`src/design/assert_macros.svh`:
```
// assertion helpers for the ramp controller
// all checks run on clk and are off while arst_n is low
`ifndef ASSERT_MACROS_SVH
`define ASSERT_MACROS_SVH

// property holds at every edge
`define PRSR_ASSERT(lbl, prop, msg) \
	lbl: assert property (@(posedge clk) disable iff (!arst_n) (prop)) else $error(msg);

// consequent holds in the cycle after the antecedent
`define PRSR_ASSERT_NEXT(lbl, ante, cons, msg) \
	lbl: assert property (@(posedge clk) disable iff (!arst_n) (ante) |=> (cons)) else $error(msg);

`endif

```
`src/design/prsr_pkg.sv`:
```
`timescale 1ns / 1ps
// ----------------------------------------------------------------------------
// prsr_pkg
// types, constants and helpers shared by the pwm ramp controller
// ----------------------------------------------------------------------------
`default_nettype none

package prsr_pkg;

	localparam int DUTY_W = 10;
	localparam int TICK_W = 16;
	localparam int CFG_IDX_W = 3;
	localparam int CFG_DATA_W = 16;

	localparam logic [DUTY_W-1:0] DUTY_MAX = 10'd1023;

	// register reset values
	localparam logic [DUTY_W-1:0] RAMP_STEP_RST = 10'd20;
	localparam logic [DUTY_W-1:0] DOWN_STEP_RST = 10'd15;
	localparam logic [DUTY_W-1:0] UP_STEP_RST = 10'd5;
	localparam logic [TICK_W-1:0] REV_TIMEOUT_RST = 16'd100;
	localparam logic [TICK_W-1:0] REV_HOLD_RST = 16'd200;
	localparam logic [TICK_W-1:0] WATCHDOG_RST = 16'd12000;

	// register indexes
	typedef enum logic [CFG_IDX_W-1:0] {
		REG_RAMP_STEP   = 3'd0,
		REG_DOWN_STEP   = 3'd1,
		REG_UP_STEP     = 3'd2,
		REG_REV_TIMEOUT = 3'd3,
		REG_REV_HOLD    = 3'd4,
		REG_WATCHDOG    = 3'd5
	} reg_idx_t;

	typedef enum logic [1:0] {
		OP_TICK  = 2'd0,
		OP_SET   = 2'd1,
		OP_REV   = 2'd2,
		OP_BRAKE = 2'd3
	} op_t;

	typedef enum logic [1:0] {
		PH_IDLE = 2'd0,
		PH_DOWN = 2'd1,
		PH_HOLD = 2'd2
	} phase_t;

	typedef struct packed {
		logic [DUTY_W-1:0] ramp_step;
		logic [DUTY_W-1:0] down_step;
		logic [DUTY_W-1:0] up_step;
		logic [TICK_W-1:0] rev_timeout;
		logic [TICK_W-1:0] rev_hold;
		logic [TICK_W-1:0] watchdog;
	} cfg_t;

	typedef struct packed {
		logic [DUTY_W-1:0] duty;
		logic [DUTY_W-1:0] goal;
		logic              dir;
		logic [DUTY_W-1:0] step;
		logic [TICK_W-1:0] ticks;
		phase_t            phase;
		logic [TICK_W-1:0] phase_start;
		logic              pend_dir;
		logic [DUTY_W-1:0] pend_goal;
	} state_t;

	// negative requests give zero, large ones saturate at full duty
	function automatic logic [DUTY_W-1:0] clamp_target(input logic signed [15:0] raw);
		logic [DUTY_W-1:0] res;
		if (raw[15]) begin
			res = '0;
		end else if (raw[14:0] > 15'(DUTY_MAX)) begin
			res = DUTY_MAX;
		end else begin
			res = raw[DUTY_W-1:0];
		end
		return res;
	endfunction

endpackage

`default_nettype wire

```
`src/design/prsr_cfg_regs.sv`:
```
`timescale 1ns / 1ps
// ----------------------------------------------------------------------------
// prsr_cfg_regs
// configuration register file, flags a ramp step write for the step reload
// ----------------------------------------------------------------------------
`default_nettype none

module prsr_cfg_regs (
	input  wire logic                                clk,
	input  wire logic                                arst_n,
	input  wire logic                                wr_en,
	input  wire logic [prsr_pkg::CFG_IDX_W-1:0]      wr_idx,
	input  wire logic [prsr_pkg::CFG_DATA_W-1:0]     wr_data,
	output prsr_pkg::cfg_t                           cfg,
	output logic                                     ramp_load
);

	prsr_pkg::cfg_t cfg_q;

	always_ff @(posedge clk or negedge arst_n) begin
		if (!arst_n) begin
			cfg_q.ramp_step   <= prsr_pkg::RAMP_STEP_RST;
			cfg_q.down_step   <= prsr_pkg::DOWN_STEP_RST;
			cfg_q.up_step     <= prsr_pkg::UP_STEP_RST;
			cfg_q.rev_timeout <= prsr_pkg::REV_TIMEOUT_RST;
			cfg_q.rev_hold    <= prsr_pkg::REV_HOLD_RST;
			cfg_q.watchdog    <= prsr_pkg::WATCHDOG_RST;
		end else if (wr_en) begin
			unique case (wr_idx)
				prsr_pkg::REG_RAMP_STEP:   cfg_q.ramp_step   <= wr_data[prsr_pkg::DUTY_W-1:0];
				prsr_pkg::REG_DOWN_STEP:   cfg_q.down_step   <= wr_data[prsr_pkg::DUTY_W-1:0];
				prsr_pkg::REG_UP_STEP:     cfg_q.up_step     <= wr_data[prsr_pkg::DUTY_W-1:0];
				prsr_pkg::REG_REV_TIMEOUT: cfg_q.rev_timeout <= wr_data;
				prsr_pkg::REG_REV_HOLD:    cfg_q.rev_hold    <= wr_data;
				prsr_pkg::REG_WATCHDOG:    cfg_q.watchdog    <= wr_data;
				default: ;
			endcase
		end
	end

	assign cfg = cfg_q;
	assign ramp_load = wr_en && (wr_idx == prsr_pkg::REG_RAMP_STEP);

endmodule

`default_nettype wire

```
`src/design/prsr_step_logic.sv`:
```
`timescale 1ns / 1ps
// ----------------------------------------------------------------------------
// prsr_step_logic
// next controller state for one request: ramp, tick counter, watchdog, reversal
// ----------------------------------------------------------------------------
`default_nettype none

module prsr_step_logic (
	input  prsr_pkg::state_t                st,
	input  prsr_pkg::cfg_t                  cfg,
	input  wire logic [1:0]                 opcode,
	input  wire logic                       direction,
	input  wire logic signed [15:0]         target_pwm,
	output prsr_pkg::state_t                nx
);

	logic [prsr_pkg::DUTY_W:0]   up_sum;
	logic [prsr_pkg::DUTY_W-1:0] down_gap;
	logic [prsr_pkg::TICK_W-1:0] waited;
	logic [prsr_pkg::TICK_W-1:0] held;
	logic                        advance;
	logic                        idle;

	always_comb begin
		nx       = st;
		advance  = 1'b0;
		idle     = (st.phase == prsr_pkg::PH_IDLE);
		up_sum   = {1'b0, st.duty} + {1'b0, st.step};
		down_gap = st.duty - st.goal;
		waited   = '0;
		held     = '0;

		case (prsr_pkg::op_t'(opcode))
			prsr_pkg::OP_TICK: begin
				// ramp toward the goal without overshoot
				if (st.duty < st.goal) begin
					nx.duty = (up_sum > {1'b0, st.goal}) ? st.goal : up_sum[prsr_pkg::DUTY_W-1:0];
				end else if (st.duty > st.goal) begin
					nx.duty = (down_gap < st.step) ? st.goal : st.duty - st.step;
				end
				nx.ticks = st.ticks + 1'b1;
				if (nx.ticks >= cfg.watchdog) begin
					nx.goal = '0;
					nx.duty = '0;
				end
				advance = 1'b1;
			end
			prsr_pkg::OP_SET: begin
				if (idle) begin
					nx.dir  = direction;
					nx.goal = prsr_pkg::clamp_target(target_pwm);
				end
			end
			prsr_pkg::OP_REV: begin
				if (idle) begin
					nx.pend_dir    = direction;
					nx.pend_goal   = prsr_pkg::clamp_target(target_pwm);
					nx.phase_start = st.ticks;
					nx.step        = cfg.down_step;
					nx.goal        = '0;
					nx.phase       = prsr_pkg::PH_DOWN;
					advance        = 1'b1;
				end
			end
			default: begin
				if (idle) begin
					nx.goal = '0;
				end
			end
		endcase

		// reversal sequencing, ramp down may fall straight through hold
		if (advance && nx.phase == prsr_pkg::PH_DOWN) begin
			waited = nx.ticks - nx.phase_start;
			if (nx.duty == '0 || waited >= cfg.rev_timeout) begin
				nx.phase       = prsr_pkg::PH_HOLD;
				nx.phase_start = nx.ticks;
			end
		end
		if (advance && nx.phase == prsr_pkg::PH_HOLD) begin
			held = nx.ticks - nx.phase_start;
			if (held >= cfg.rev_hold) begin
				nx.step  = cfg.up_step;
				nx.dir   = nx.pend_dir;
				nx.goal  = nx.pend_goal;
				nx.phase = prsr_pkg::PH_IDLE;
			end
		end
	end

endmodule

`default_nettype wire

```
`src/design/pwm_ramp_with_safe_reversal.sv`:
```
`timescale 1ns / 1ps
// ----------------------------------------------------------------------------
// pwm_ramp_with_safe_reversal
// pwm duty slew limiter with watchdog and safe direction reversal
// ----------------------------------------------------------------------------
// One request per clock: each accepted request (tick, set target, safe
// reversal or brake) updates the controller state in a single combinational
// pass and its result (duty, direction, target, phase, watchdog flag, tick
// count) is valid on the next cycle, so throughput is one request per
// cycle while the result side keeps up. The state registers double as the
// result register; in_ready stays high while the pending result is being
// taken. The configuration port is always ready; writing ramp_step also
// reloads the active step. Write configuration only while no result is
// outstanding.
`default_nettype none
`include "assert_macros.svh"

module pwm_ramp_with_safe_reversal (
	input  wire logic                                clk,
	input  wire logic                                arst_n,
	// config write channel
	input  wire logic                                cfg_valid,
	output logic                                     cfg_ready,
	input  wire logic [prsr_pkg::CFG_IDX_W-1:0]      cfg_index,
	input  wire logic [prsr_pkg::CFG_DATA_W-1:0]     cfg_data,
	// request channel
	input  wire logic                                in_valid,
	output logic                                     in_ready,
	input  wire logic [1:0]                          opcode,
	input  wire logic                                direction,
	input  wire logic signed [15:0]                  target_pwm,
	// result channel
	output logic                                     out_valid,
	input  wire logic                                out_ready,
	output logic [prsr_pkg::DUTY_W-1:0]              pwm_duty,
	output logic                                     direction_out,
	output logic [prsr_pkg::DUTY_W-1:0]              target_now,
	output logic [1:0]                               phase,
	output logic                                     watchdog_expired,
	output logic [prsr_pkg::TICK_W-1:0]              tick_count
);

	prsr_pkg::cfg_t   cfg;
	prsr_pkg::state_t st_q;
	prsr_pkg::state_t st_nx;
	prsr_pkg::state_t st_d;
	logic             ramp_load;
	logic             accept;
	logic             out_valid_q;
	logic             wd_q;
	logic             tick_accept;
	logic             in_rev;

	// config registers
	assign cfg_ready = 1'b1;

	prsr_cfg_regs u_cfg (
		.clk       (clk),
		.arst_n    (arst_n),
		.wr_en     (cfg_valid && cfg_ready),
		.wr_idx    (cfg_index),
		.wr_data   (cfg_data),
		.cfg       (cfg),
		.ramp_load (ramp_load)
	);

	// next state for the request at the input
	prsr_step_logic u_step (
		.st         (st_q),
		.cfg        (cfg),
		.opcode     (opcode),
		.direction  (direction),
		.target_pwm (target_pwm),
		.nx         (st_nx)
	);

	// a new request may enter while the current result is taken
	assign in_ready = !out_valid_q || out_ready;
	assign accept   = in_valid && in_ready;

	// state update: accepted request, then the step reload on a ramp_step write
	always_comb begin
		st_d = st_q;
		if (accept) begin
			st_d = st_nx;
		end
		// ramp step write reloads the active step, even mid reversal
		if (ramp_load) begin
			st_d.step = cfg_data[prsr_pkg::DUTY_W-1:0];
		end
	end

	// controller state, also the visible result
	always_ff @(posedge clk or negedge arst_n) begin
		if (!arst_n) begin
			st_q.duty        <= '0;
			st_q.goal        <= '0;
			st_q.dir         <= 1'b0;
			st_q.step        <= prsr_pkg::RAMP_STEP_RST;
			st_q.ticks       <= '0;
			st_q.phase       <= prsr_pkg::PH_IDLE;
			st_q.phase_start <= '0;
			st_q.pend_dir    <= 1'b0;
			st_q.pend_goal   <= '0;
			wd_q             <= 1'b0;
		end else begin
			st_q <= st_d;
			if (accept) begin
				wd_q <= (st_nx.ticks >= cfg.watchdog);
			end
		end
	end

	// result valid flag
	always_ff @(posedge clk or negedge arst_n) begin
		if (!arst_n) begin
			out_valid_q <= 1'b0;
		end else if (accept) begin
			out_valid_q <= 1'b1;
		end else if (out_ready) begin
			out_valid_q <= 1'b0;
		end
	end

	assign out_valid        = out_valid_q;
	assign pwm_duty         = st_q.duty;
	assign direction_out    = st_q.dir;
	assign target_now       = st_q.goal;
	assign phase            = st_q.phase;
	assign watchdog_expired = wd_q;
	assign tick_count       = st_q.ticks;

	assign tick_accept = accept && (opcode == prsr_pkg::OP_TICK);
	assign in_rev      = (st_q.phase != prsr_pkg::PH_IDLE);

	// an accepted request always produces a result next cycle
	`PRSR_ASSERT_NEXT(a_result_follows, accept, out_valid, "no result after request")
	// tick counter only moves on an accepted tick
	`PRSR_ASSERT_NEXT(a_ticks_on_tick_only, !tick_accept, $stable(st_q.ticks), "stray tick")
	// a tick past the watchdog limit leaves the duty at zero
	`PRSR_ASSERT_NEXT(a_watchdog_zero, tick_accept, !wd_q || st_q.duty == '0, "duty past limit")
	// direction holds for as long as a reversal stays in progress
	`PRSR_ASSERT(a_dir_held_in_rev, in_rev ##1 in_rev |-> $stable(st_q.dir), "dir moved in reversal")

endmodule

`default_nettype wire
```
`config.mk`:
```
export PLATFORM = sky130hd
export DESIGN_NAME = pwm_ramp_with_safe_reversal
export DESIGN_NICKNAME = d
export VERILOG_FILES = /design/src/design/prsr_pkg.sv /design/src/design/prsr_cfg_regs.sv /design/src/design/prsr_step_logic.sv /design/src/design/pwm_ramp_with_safe_reversal.sv
export VERILOG_INCLUDE_DIRS = /design/src /design/src/design
export SDC_FILE = /design/constraint.sdc
export NUM_CORES = 1
export LEC_CHECK = 0
export BUFFER_PORTS_ARGS = -buffer_cell sky130_fd_sc_hd__buf_2
export CAP_MARGIN = 5
export CELL_PAD_IN_SITES_DETAIL_PLACEMENT = 0
export CELL_PAD_IN_SITES_GLOBAL_PLACEMENT = 2
export CORE_MARGIN = 10
export CORE_UTILIZATION = 36
export DETAILED_ROUTE_END_ITERATION = 7
export GPL_ROUTABILITY_DRIVEN = 0
export PLACE_DENSITY_LB_ADDON = 0.1
export SLEW_MARGIN = 20
export SYNTH_ARGS = -nofsm -noshare
export SYNTH_HDL_FRONTEND = slang
export SYNTH_HIERARCHICAL = 1
export SYNTH_SLANG_ARGS = --single-unit
```
`constraint.sdc`:
```
create_clock -name clk -period 9.1 [get_ports clk]
set_input_delay 0.91 -clock clk [delete_from_list [all_inputs] [get_ports clk]]
set_output_delay 0.91 -clock clk [all_outputs]
set_load 0.03 [all_outputs]
```
# After elaboration in Yosys (flattened, before gate mapping)
# Cells that the tools add are included.
dict set report word_totals {
  output_inout_bits 43
  inputBits 43
  word_cells 87
  register_bits 146
}
dict set report op_classes {
  reduce_logical 18
  n_eq_ne 9
  addsub 6
  muxes 29
  n_lt_le_gt_ge 9
}
# cell n
set ops {}
lappend ops {{$mux 10} 11}
lappend ops {{$ge 16x16->1} 4}
lappend ops {{$mux 29} 2}
lappend ops {{$mux 55} 1}
lappend ops {{$mux 21} 2}
lappend ops {{$mux 18} 2}
lappend ops {{$sub 16x16->16} 2}
lappend ops {{$lt 10x10->1} 2}
lappend ops {{$mux 20} 1}
lappend ops {{$pmux 10 s2} 1}
lappend ops {{$sub 10x10->10} 2}
lappend ops {{$add 16x1->16 const B} 1}
lappend ops {{$mux 16} 1}
lappend ops {{$gt 15x10->1 const B} 1}
lappend ops {{$add 10x10->11} 1}
lappend ops {{$gt 11x10->1} 1}
lappend ops {{$mux 11} 1}
lappend ops {{$gt 10x10->1} 1}
lappend ops {{$logic_not 10->1} 1}
lappend ops {{$reduce_and 2->1} 5}
lappend ops {{$eq 3x2->1 const B} 2}
lappend ops {{$eq 3x3->1 const B} 2}
lappend ops {{$eq 2x1->1 const B} 2}
lappend ops {{$eq 2x2->1 const B} 2}
lappend ops {{10 further kinds} 20}

# Depth between registers and ports, before layout
# Gate-level depths: netlist of the first run.
dict set report depth {
  word_depth 17
  mapped_depth 51
  depth_no_buf 47
}

# Modules after synthesis
# The synthesis of the first run kept the hierarchy.
# mod n_inst seq_area_each_um2 area_each_um2 cells_per_inst
set modules_own_cells {}
lappend modules_own_cells {prsr_step_logic 1 0.0 6409.9 918}
lappend modules_own_cells {pwm_ramp_with_safe_reversal 1 1954.4 3727.3 285}
lappend modules_own_cells {prsr_cfg_regs 1 1978.1 2995.4 169}

# Worst setup path before layout of the first run
# Ideal clock, no wire load.
dict set report synth_path {
  kind {input-to-reg}
  startpoint {input port opcode[0]}
  endpoint {register st_q (netlist bit target_now[0])}
  arrival_time_ns 10.306
  t_required_ns 8.975
  path_buffers 5
  slack_ns -1.330
  path_stages 49
  path_cell_list {clkbuf_1 -> nor4b_1 -> clkbuf_1 -> clkbuf_1 -> nand2_1 -> nand2_1 -> ha_1 -> inv_1 -> fa_1 -> a21o_1 -> a21oi_1 -> o21bai_1 -> a21oi_1 -> nor2b_1 -> o21a_1 -> o31a_1 -> or4_1 -> a31o_2 -> (+13 left out) -> a21boi_0 -> o21ai_0 -> a21boi_0 -> o21ai_0 -> a21oi_1 -> or4_1 -> a31o_2 -> a21oi_1 -> xnor2_1 -> ha_1 -> nand3_1 -> nor3_1 -> a2111oi_0 -> nor4_1 -> o21ai_2 -> buf_6 -> mux2_4 -> mux2_2}
}
# item line
set synth_lines {}
lappend synth_lines {{start, declared} pwm_ramp_with_safe_reversal.sv:29} ;# input wire logic [1:0] opcode,
lappend synth_lines {{end signal, assigned} pwm_ramp_with_safe_reversal.sv:107} ;# st_q <= st_d;
lappend synth_lines {{end, declared} pwm_ramp_with_safe_reversal.sv:44} ;# prsr_pkg::state_t st_q;

==> run summary, run 1 <==
Headroom to the max-slew limit came out at 0.314. The mean post-synth cell area came out at 9.44 um^2. On the critical path, the stage with the largest delay is an instance of sky130_fd_sc_hd__fa_2. The remaining global-route overflow came out at 0. The clock tree buffer depth is 2.

The clock buffer count from CTS is 17. The fraction of final layout cells with drive strength greater than 1 came out at 0.383. The path class of the tightest hold or removal check is in2async. The number of vias per cell is 5.02. The number of iterations in the first detailed-routing pass is 5. The die covers 43400 um^2. For the worst setup path, the data arrival time is 9.77 ns. The peak clock frequency supported by timing is 106 MHz. Pin placement for this block handled 86 I/O pins.

The number of DRC markers after the initial detailed-route iteration came out at 411. The cell at the root of the clock tree is sky130_fd_sc_hd__clkbuf_16. The worst clock skew came out at 0.0148 ns. The overall die width is 208 um. The transition at the pin with the smallest max-transition slack is 1.03 ns. The placeable core region is 34800 um^2. Setup violations remaining at the end of the flow were counted as 21. The number of hold buffers added after CTS was 0. The run finished, with violations left. The total detailed-routing wirelength is 40000 um.

The total cell area at the placement stage is 14900 um^2. In the finished design, the share of the clock period the worst path needs comes to 1.04. The number of global-route vias before repair is 11.0k. The path type of the worst setup path is in2reg. The number of violations of the max-capacitance limit came out at 0. Subtracting the final worst setup slack from the clock period gives 9.44 ns. The startpoint identified for the worst register-to-register timing path is phase[1]. Counting every net in the synthesized netlist gives 1543. The antenna diode instance count came out at 0.

The number of failing hold endpoints at the final stage came out at 0. After layout, the worst setup slack is -0.343 ns. The launching element type of the critical path is an input port. The final-report max-slew violation count is 0. The worst setup path is captured at a register. The count of mapped cells out of synthesis is 1352. Summed over all failing endpoints, the final setup total negative slack is -6.29 ns. The routed layout has 10.5k vias.

The CTS tree is done. The worst endpoint required time came out at 9.43 ns. The final reports fail on setup timing.

The TritonCTS sink count came out at 146. The number of levels in the clock H-tree is 4. After detailed routing, the average wire length per cell comes to 19.1 um. The total of buffers placed on input and output ports came out at 84. The net count reported at finish came out at 1820. The later-pin clock latency in the skew report came out at 0.45 ns. Of all nets on the critical path, the largest fanout is 5.

The effective utilization at floorplan is 0.367. By instance count, the cell type seen most on the critical path is sky130_fd_sc_hd__buf_4. The endpoint identified for the worst register-to-register timing path is target_now[7]. In the routed design, unresolved DRC markers number 0. The cell area after layout is 16300 um^2.

Setup repair after global routing could not meet its margin everywhere. Entering global routing, the biggest net connects 75 pins. The setup slack of the most critical reg-to-reg path is -0.28 ns.

The highest cell delay on the worst timing path came out at 0.38 ns. The overall routing resource usage is 0.183. For the worst flop-to-flop path, the logic depth is 47. The detailed placer's ending HPWL came out at 31000 um. The post-synthesis instance area is 12800 um^2.

The multi-input combinational cells in the finished layout cover a total of 8510 um^2. The vertical extent of the die came out at 208 um. The count of synthesis-stage warnings from yosys is 6. Registers take 3680 um^2. The first global-routing pass estimated 63000 um of wire. The number of cell rows came out at 68. The detail route stage leaves a number of antenna-violating nets equal to 0.

After filler insertion, the fill cell instance count of the layout stands at 3409. The area added between synthesis and finish came out at 27.8%. The number of antenna violations at the first check in global routing came out at 1. The clock transition at the registers of the reported paths came out at 0.07 ns.
[worst max-delay path: cells and delay by family]
family	cells	cell delay, ns
simple gates	9	1.25
mux	3	0.83
buf+inv	35	4.30
fa+ha+maj	3	0.77
xor+xnor	1	0.15
compound gates	9	1.54
[state kept, by name, indices dropped and copies added (netlist names)]
signal / flops
target_now: 10
u_cfg/cfg: 68
pwm_duty: 10
direction_out: 1
out_valid: 1
watchdog_expired: 1
tick_count: 16
st_q: 37
phase: 2
[layout make-up]
type | instances | share of cell area
Inverter | 130 | 0.0301
Multi-Input combinational cell | 992 | 0.521
Clock inverter | 12 | 0.00805
Timing Repair Buffer | 342 | 0.153
Clock buffer | 20 | 0.0268
Sequential cell | 146 | 0.226
Tap cell | 455 | 0.0349
[metal layers]
layer  up-vias  share of wire  track usage
met5         -              0            0
met4         0          0.022       0.0578
met3        36          0.022       0.0259
met2       124           0.51        0.317
met1      5103           0.45        0.227
li1       5272              -            -
[per-stage QoR]
stage	setup slack [ns]	hold slack (ns)	instances	util
finish	-0.343	0.463	2097	0.469
global route	-0.732	0.510	2097	0.469
CTS	-0.285	0.490	2092	0.460
detailed placement	-1.47	0.475	2015	0.427
global placement	-1.21	0.470	2015	0.427
floorplan	-0.516	0.458	1352	-
[cells in the final DEF, fill, tap and decap left out, types with 5 or more instances in the layout]
cell type and count:
sky130_fd_sc_hd__buf_4 246, sky130_fd_sc_hd__ha_1 138, sky130_fd_sc_hd__mux2_2 131, sky130_fd_sc_hd__inv_1 128, sky130_fd_sc_hd__dfrtp_1 124, sky130_fd_sc_hd__nand2_1 102
sky130_fd_sc_hd__buf_2 81, sky130_fd_sc_hd__nor2_1 77, sky130_fd_sc_hd__o21ai_0 72, sky130_fd_sc_hd__a21oi_1 45, sky130_fd_sc_hd__xnor2_1 44, sky130_fd_sc_hd__mux2i_1 38
sky130_fd_sc_hd__mux2_4 31, sky130_fd_sc_hd__nor3_1 28, sky130_fd_sc_hd__xor2_1 26, sky130_fd_sc_hd__dfstp_2 21, sky130_fd_sc_hd__clkbuf_16 19, sky130_fd_sc_hd__nand3_1 17
sky130_fd_sc_hd__nor2b_1 16, sky130_fd_sc_hd__a21o_1 15, sky130_fd_sc_hd__o21ai_1 14, sky130_fd_sc_hd__o21a_1 14, sky130_fd_sc_hd__nand2b_1 14, sky130_fd_sc_hd__nand4_1 8
sky130_fd_sc_hd__a211oi_1 8, sky130_fd_sc_hd__a21oi_2 8, sky130_fd_sc_hd__o21bai_1 8, sky130_fd_sc_hd__buf_6 7, sky130_fd_sc_hd__and3_1 5, sky130_fd_sc_hd__a211o_1 5
sky130_fd_sc_hd__or3_1 5
[timing repair]
item                                    CTS  global route
endpoints found under the setup margin   22            22
setup buffers                            45             5
resized for setup                        37            49
pin swaps                                15            33
gates cloned                              1             1
[worst max path at each step]
| stage | from | depth (start not counted) | to | slack [ns] |
|---|---|---|---|---|
| final | opcode[0] | 60 | target_now[7] | -0.34 |
| after detailed placement | opcode[0] | 49 | target_now[9] | -1.47 |
| after global routing | target_now[1] | 47 | st_q[46] | -0.73 |
| after CTS | opcode[0] | 50 | st_q[50] | -0.29 |
| after global placement | opcode[0] | 49 | target_now[9] | -1.21 |
| after floorplan | opcode[0] | 49 | target_now[0] | -0.52 |
Power of run 1 is left out: the tool's default activity adds up to more than one toggle a clock period on the data nets, which glitch-free logic cannot reach.
==> run 2, diff against run 1 <==
--- a/config.mk
+++ b/config.mk
@@ -10,7 +10,6 @@
 export CAP_MARGIN = 5
 export CELL_PAD_IN_SITES_DETAIL_PLACEMENT = 0
 export CELL_PAD_IN_SITES_GLOBAL_PLACEMENT = 2
-export CORE_MARGIN = 10
 export CORE_UTILIZATION = 36
 export DETAILED_ROUTE_END_ITERATION = 7
 export GPL_ROUTABILITY_DRIVEN = 0
==> run summary, run 2 (synthesis results as in run 1) <==
The worst endpoint required time came out at 9.43 ns (about the same). The TritonCTS sink count is 146 (unchanged). The setup slack of the most critical reg-to-reg path came out at -0.40 ns (-0.12 ns). The number of DRC markers after the initial detailed-route iteration came to 446 (+8.5%). The transition at the pin with the smallest max-transition slack came out at 0.972 ns (-0.0535 ns).

CTS placed an instance of sky130_fd_sc_hd__clkbuf_16 at the clock tree root. The die area came out at 36200 um^2 (-17%). The worst setup path is captured at a register. The clock buffer count from CTS came to 17 (unchanged). The peak fanout along the critical path is 5 (unchanged). The wire length of the first global-routing pass came to 61700 um (-2.1%).

The highest cell delay on the worst timing path came out at 0.43 ns (+0.05 ns). The number of antenna violations at the first check in global routing is 0 (-1). The number of global-route vias before repair came out at 10.7k (-2.9%).

The layout filler cell count is 3427 (+0.53%). The total detailed-routing wirelength came out at 39500 um (-1.3%). The type of the tightest min-delay check is reg2reg. The worst setup path is of the in2reg kind. The slowest cell on the critical path is sky130_fd_sc_hd__or4_4. The CTS tree is done.

The maximum number of pins on one net before global-route repair came out at 94 (+25%). The worst clock skew came out at 0.0130 ns (-0.00182 ns). The number of violations of the max-capacitance limit came to 0 (unchanged).

The number of cell rows is 68 (unchanged). The number of routed nets with antenna violations is 0 (unchanged). The total cell area at the placement stage came to 14900 um^2 (+0.18%). The least setup slack across all paths after layout came to -0.472 ns (-0.129 ns). The number of iterations in the first detailed-routing pass came out at 5 (unchanged). The peak clock frequency supported by timing came out at 104 MHz (-1.4%). The relative slew slack is 0.349 (+0.0358). The most numerous cell type found on the critical path is sky130_fd_sc_hd__a21oi_2. The number of setup violations in the final report is 22 (+4.8%). The placeable core region is 34700 um^2 (-0.24%). The effective utilization at floorplan is 0.368 (+0.000899).

The number of failing hold endpoints at the final stage came to 0 (unchanged). The later-pin clock latency in the skew report came out at 0.45 ns (about the same). The number of levels in the clock H-tree came out at 4 (unchanged). The flow ran to the end, but the final reports show violations. The remaining global-route overflow is 0 (unchanged). The overall routing resource usage is 0.225 (+0.0426). The cell area after layout came to 16200 um^2 (-0.98%). The vertical extent of the die is 190 um (-8.6%). The number of flip-flops under the largest register name is 68 (unchanged).

Leaving out fill and tap cells, the most frequent cell in the layout is sky130_fd_sc_hd__buf_4. The fraction of final layout cells with drive strength greater than 1 came out at 0.373 (-0.00993). The post-cts hold buffer count is 0 (unchanged). The number of vias per cell was 5.04 (+0.42%). The area added between synthesis and finish is 26.6%. The period utilization is 1.05 (+0.0142). The mean routed wirelength per cell is 19.0 um (about the same).

The clock transition at the registers of the reported paths came out at 0.06 ns (about the same). The overall die width is 190 um (-8.6%). The number of remaining DRC errors came out at 0 (unchanged).

The library cells used most frequently in the layout, excluding fill and tap cells, are 219 x sky130_fd_sc_hd__buf_4, 138 x sky130_fd_sc_hd__ha_1, 130 x sky130_fd_sc_hd__mux2_2, 127 x sky130_fd_sc_hd__inv_1, 125 x sky130_fd_sc_hd__dfrtp_1. The detailed placer's ending HPWL came out at 30500 um (-1.7%). The final-report max-slew violation count was 0 (unchanged). The net count reported at finish is 1794 (-1.4%). The number of primary I/O pins came out at 86 (unchanged). The checks that failed: setup timing. Setup repair after global routing could not meet its margin everywhere. The total of buffers placed on input and output ports came out at 84 (unchanged). STA classifies the critical path startpoint as an input port. The total via count after detailed routing came out at 10.5k (-0.78%). The critical path arrival came to 9.90 ns (+0.13 ns). The clock tree buffer depth is 2 (unchanged). The clock period minus final worst setup slack is 9.57 ns (+0.129 ns).
[run 2: layer usage]
layer / GRT usage / vias up / routed length, um
met1: 0.289 / 5074 / 18000
met5: 0 / - / 0
met4: 0.0714 / 0 / 800
met2: 0.392 / 127 / 19800
li1: - / 5217 / -
met3: 0.0274 / 35 / 864
[run 2: cell type report]
cell class	instances	area [um^2]	share of cell area
clock buffer	23	458	0.0283
sequential	146	3680	0.228
multi-input combinational	992	8500	0.526
timing repair buffer	316	2300	0.143
inverter	130	490	0.0304
antenna	1	2.50	0.000155
clock inverter	9	158	0.00976
tap	455	569	0.0352
[run 2: critical path: cells and delay by family]
family                     cells  cell delay [ns]
AOI/OAI and AO/OA             20             2.97
xor gates and xnor gates       3             0.37
adders and majority gates      4             1.21
buffers and inverters          6             0.80
muxes                          3             0.87
and+or+nand+nor               11             2.73
[run 2: final timing paths]
| path | cells past startpoint | from | endpoint |
|---|---|---|---|
| min in group asynchronous | 1 | arst_n | pwm_duty[3] |
| setup reg to reg | 45 | phase[1] | target_now[8] |
| hold reg to reg | 1 | u_cfg/cfg[28] | u_cfg/cfg[28] |
| hold / removal | 1 | u_cfg/cfg[28] | u_cfg/cfg[28] |
| setup / recovery | 47 | opcode[0] | target_now[8] |
| max in group asynchronous | 2 | arst_n | tick_count[9] |
[run 2: timing repair]
item | CTS | global route
pin swaps | 4 | 31
gates resized for setup | 40 | 57
cloned | 1 | 1
setup endpoints to repair | 22 | 22
setup buffers | 17 | 8
[run 2: per-stage QoR]
stage	TNS (ns)	std cells	utilization	setup slack [ns]	hold slack, ns
3_5_place_dp	-28.82	2017	0.429	-1.38	0.475
5_1_grt	-17.48	2071	0.465	-0.893	0.516
6_report	-8.45	2072	0.465	-0.472	0.487
3_3_place_gp	-27.15	2017	0.429	-1.31	0.473
4_1_cts	-7.44	2066	0.457	-0.391	0.488
2_1_floorplan	-9.83	1352	-	-0.516	0.458
Power of run 2 is left out for the same reason.
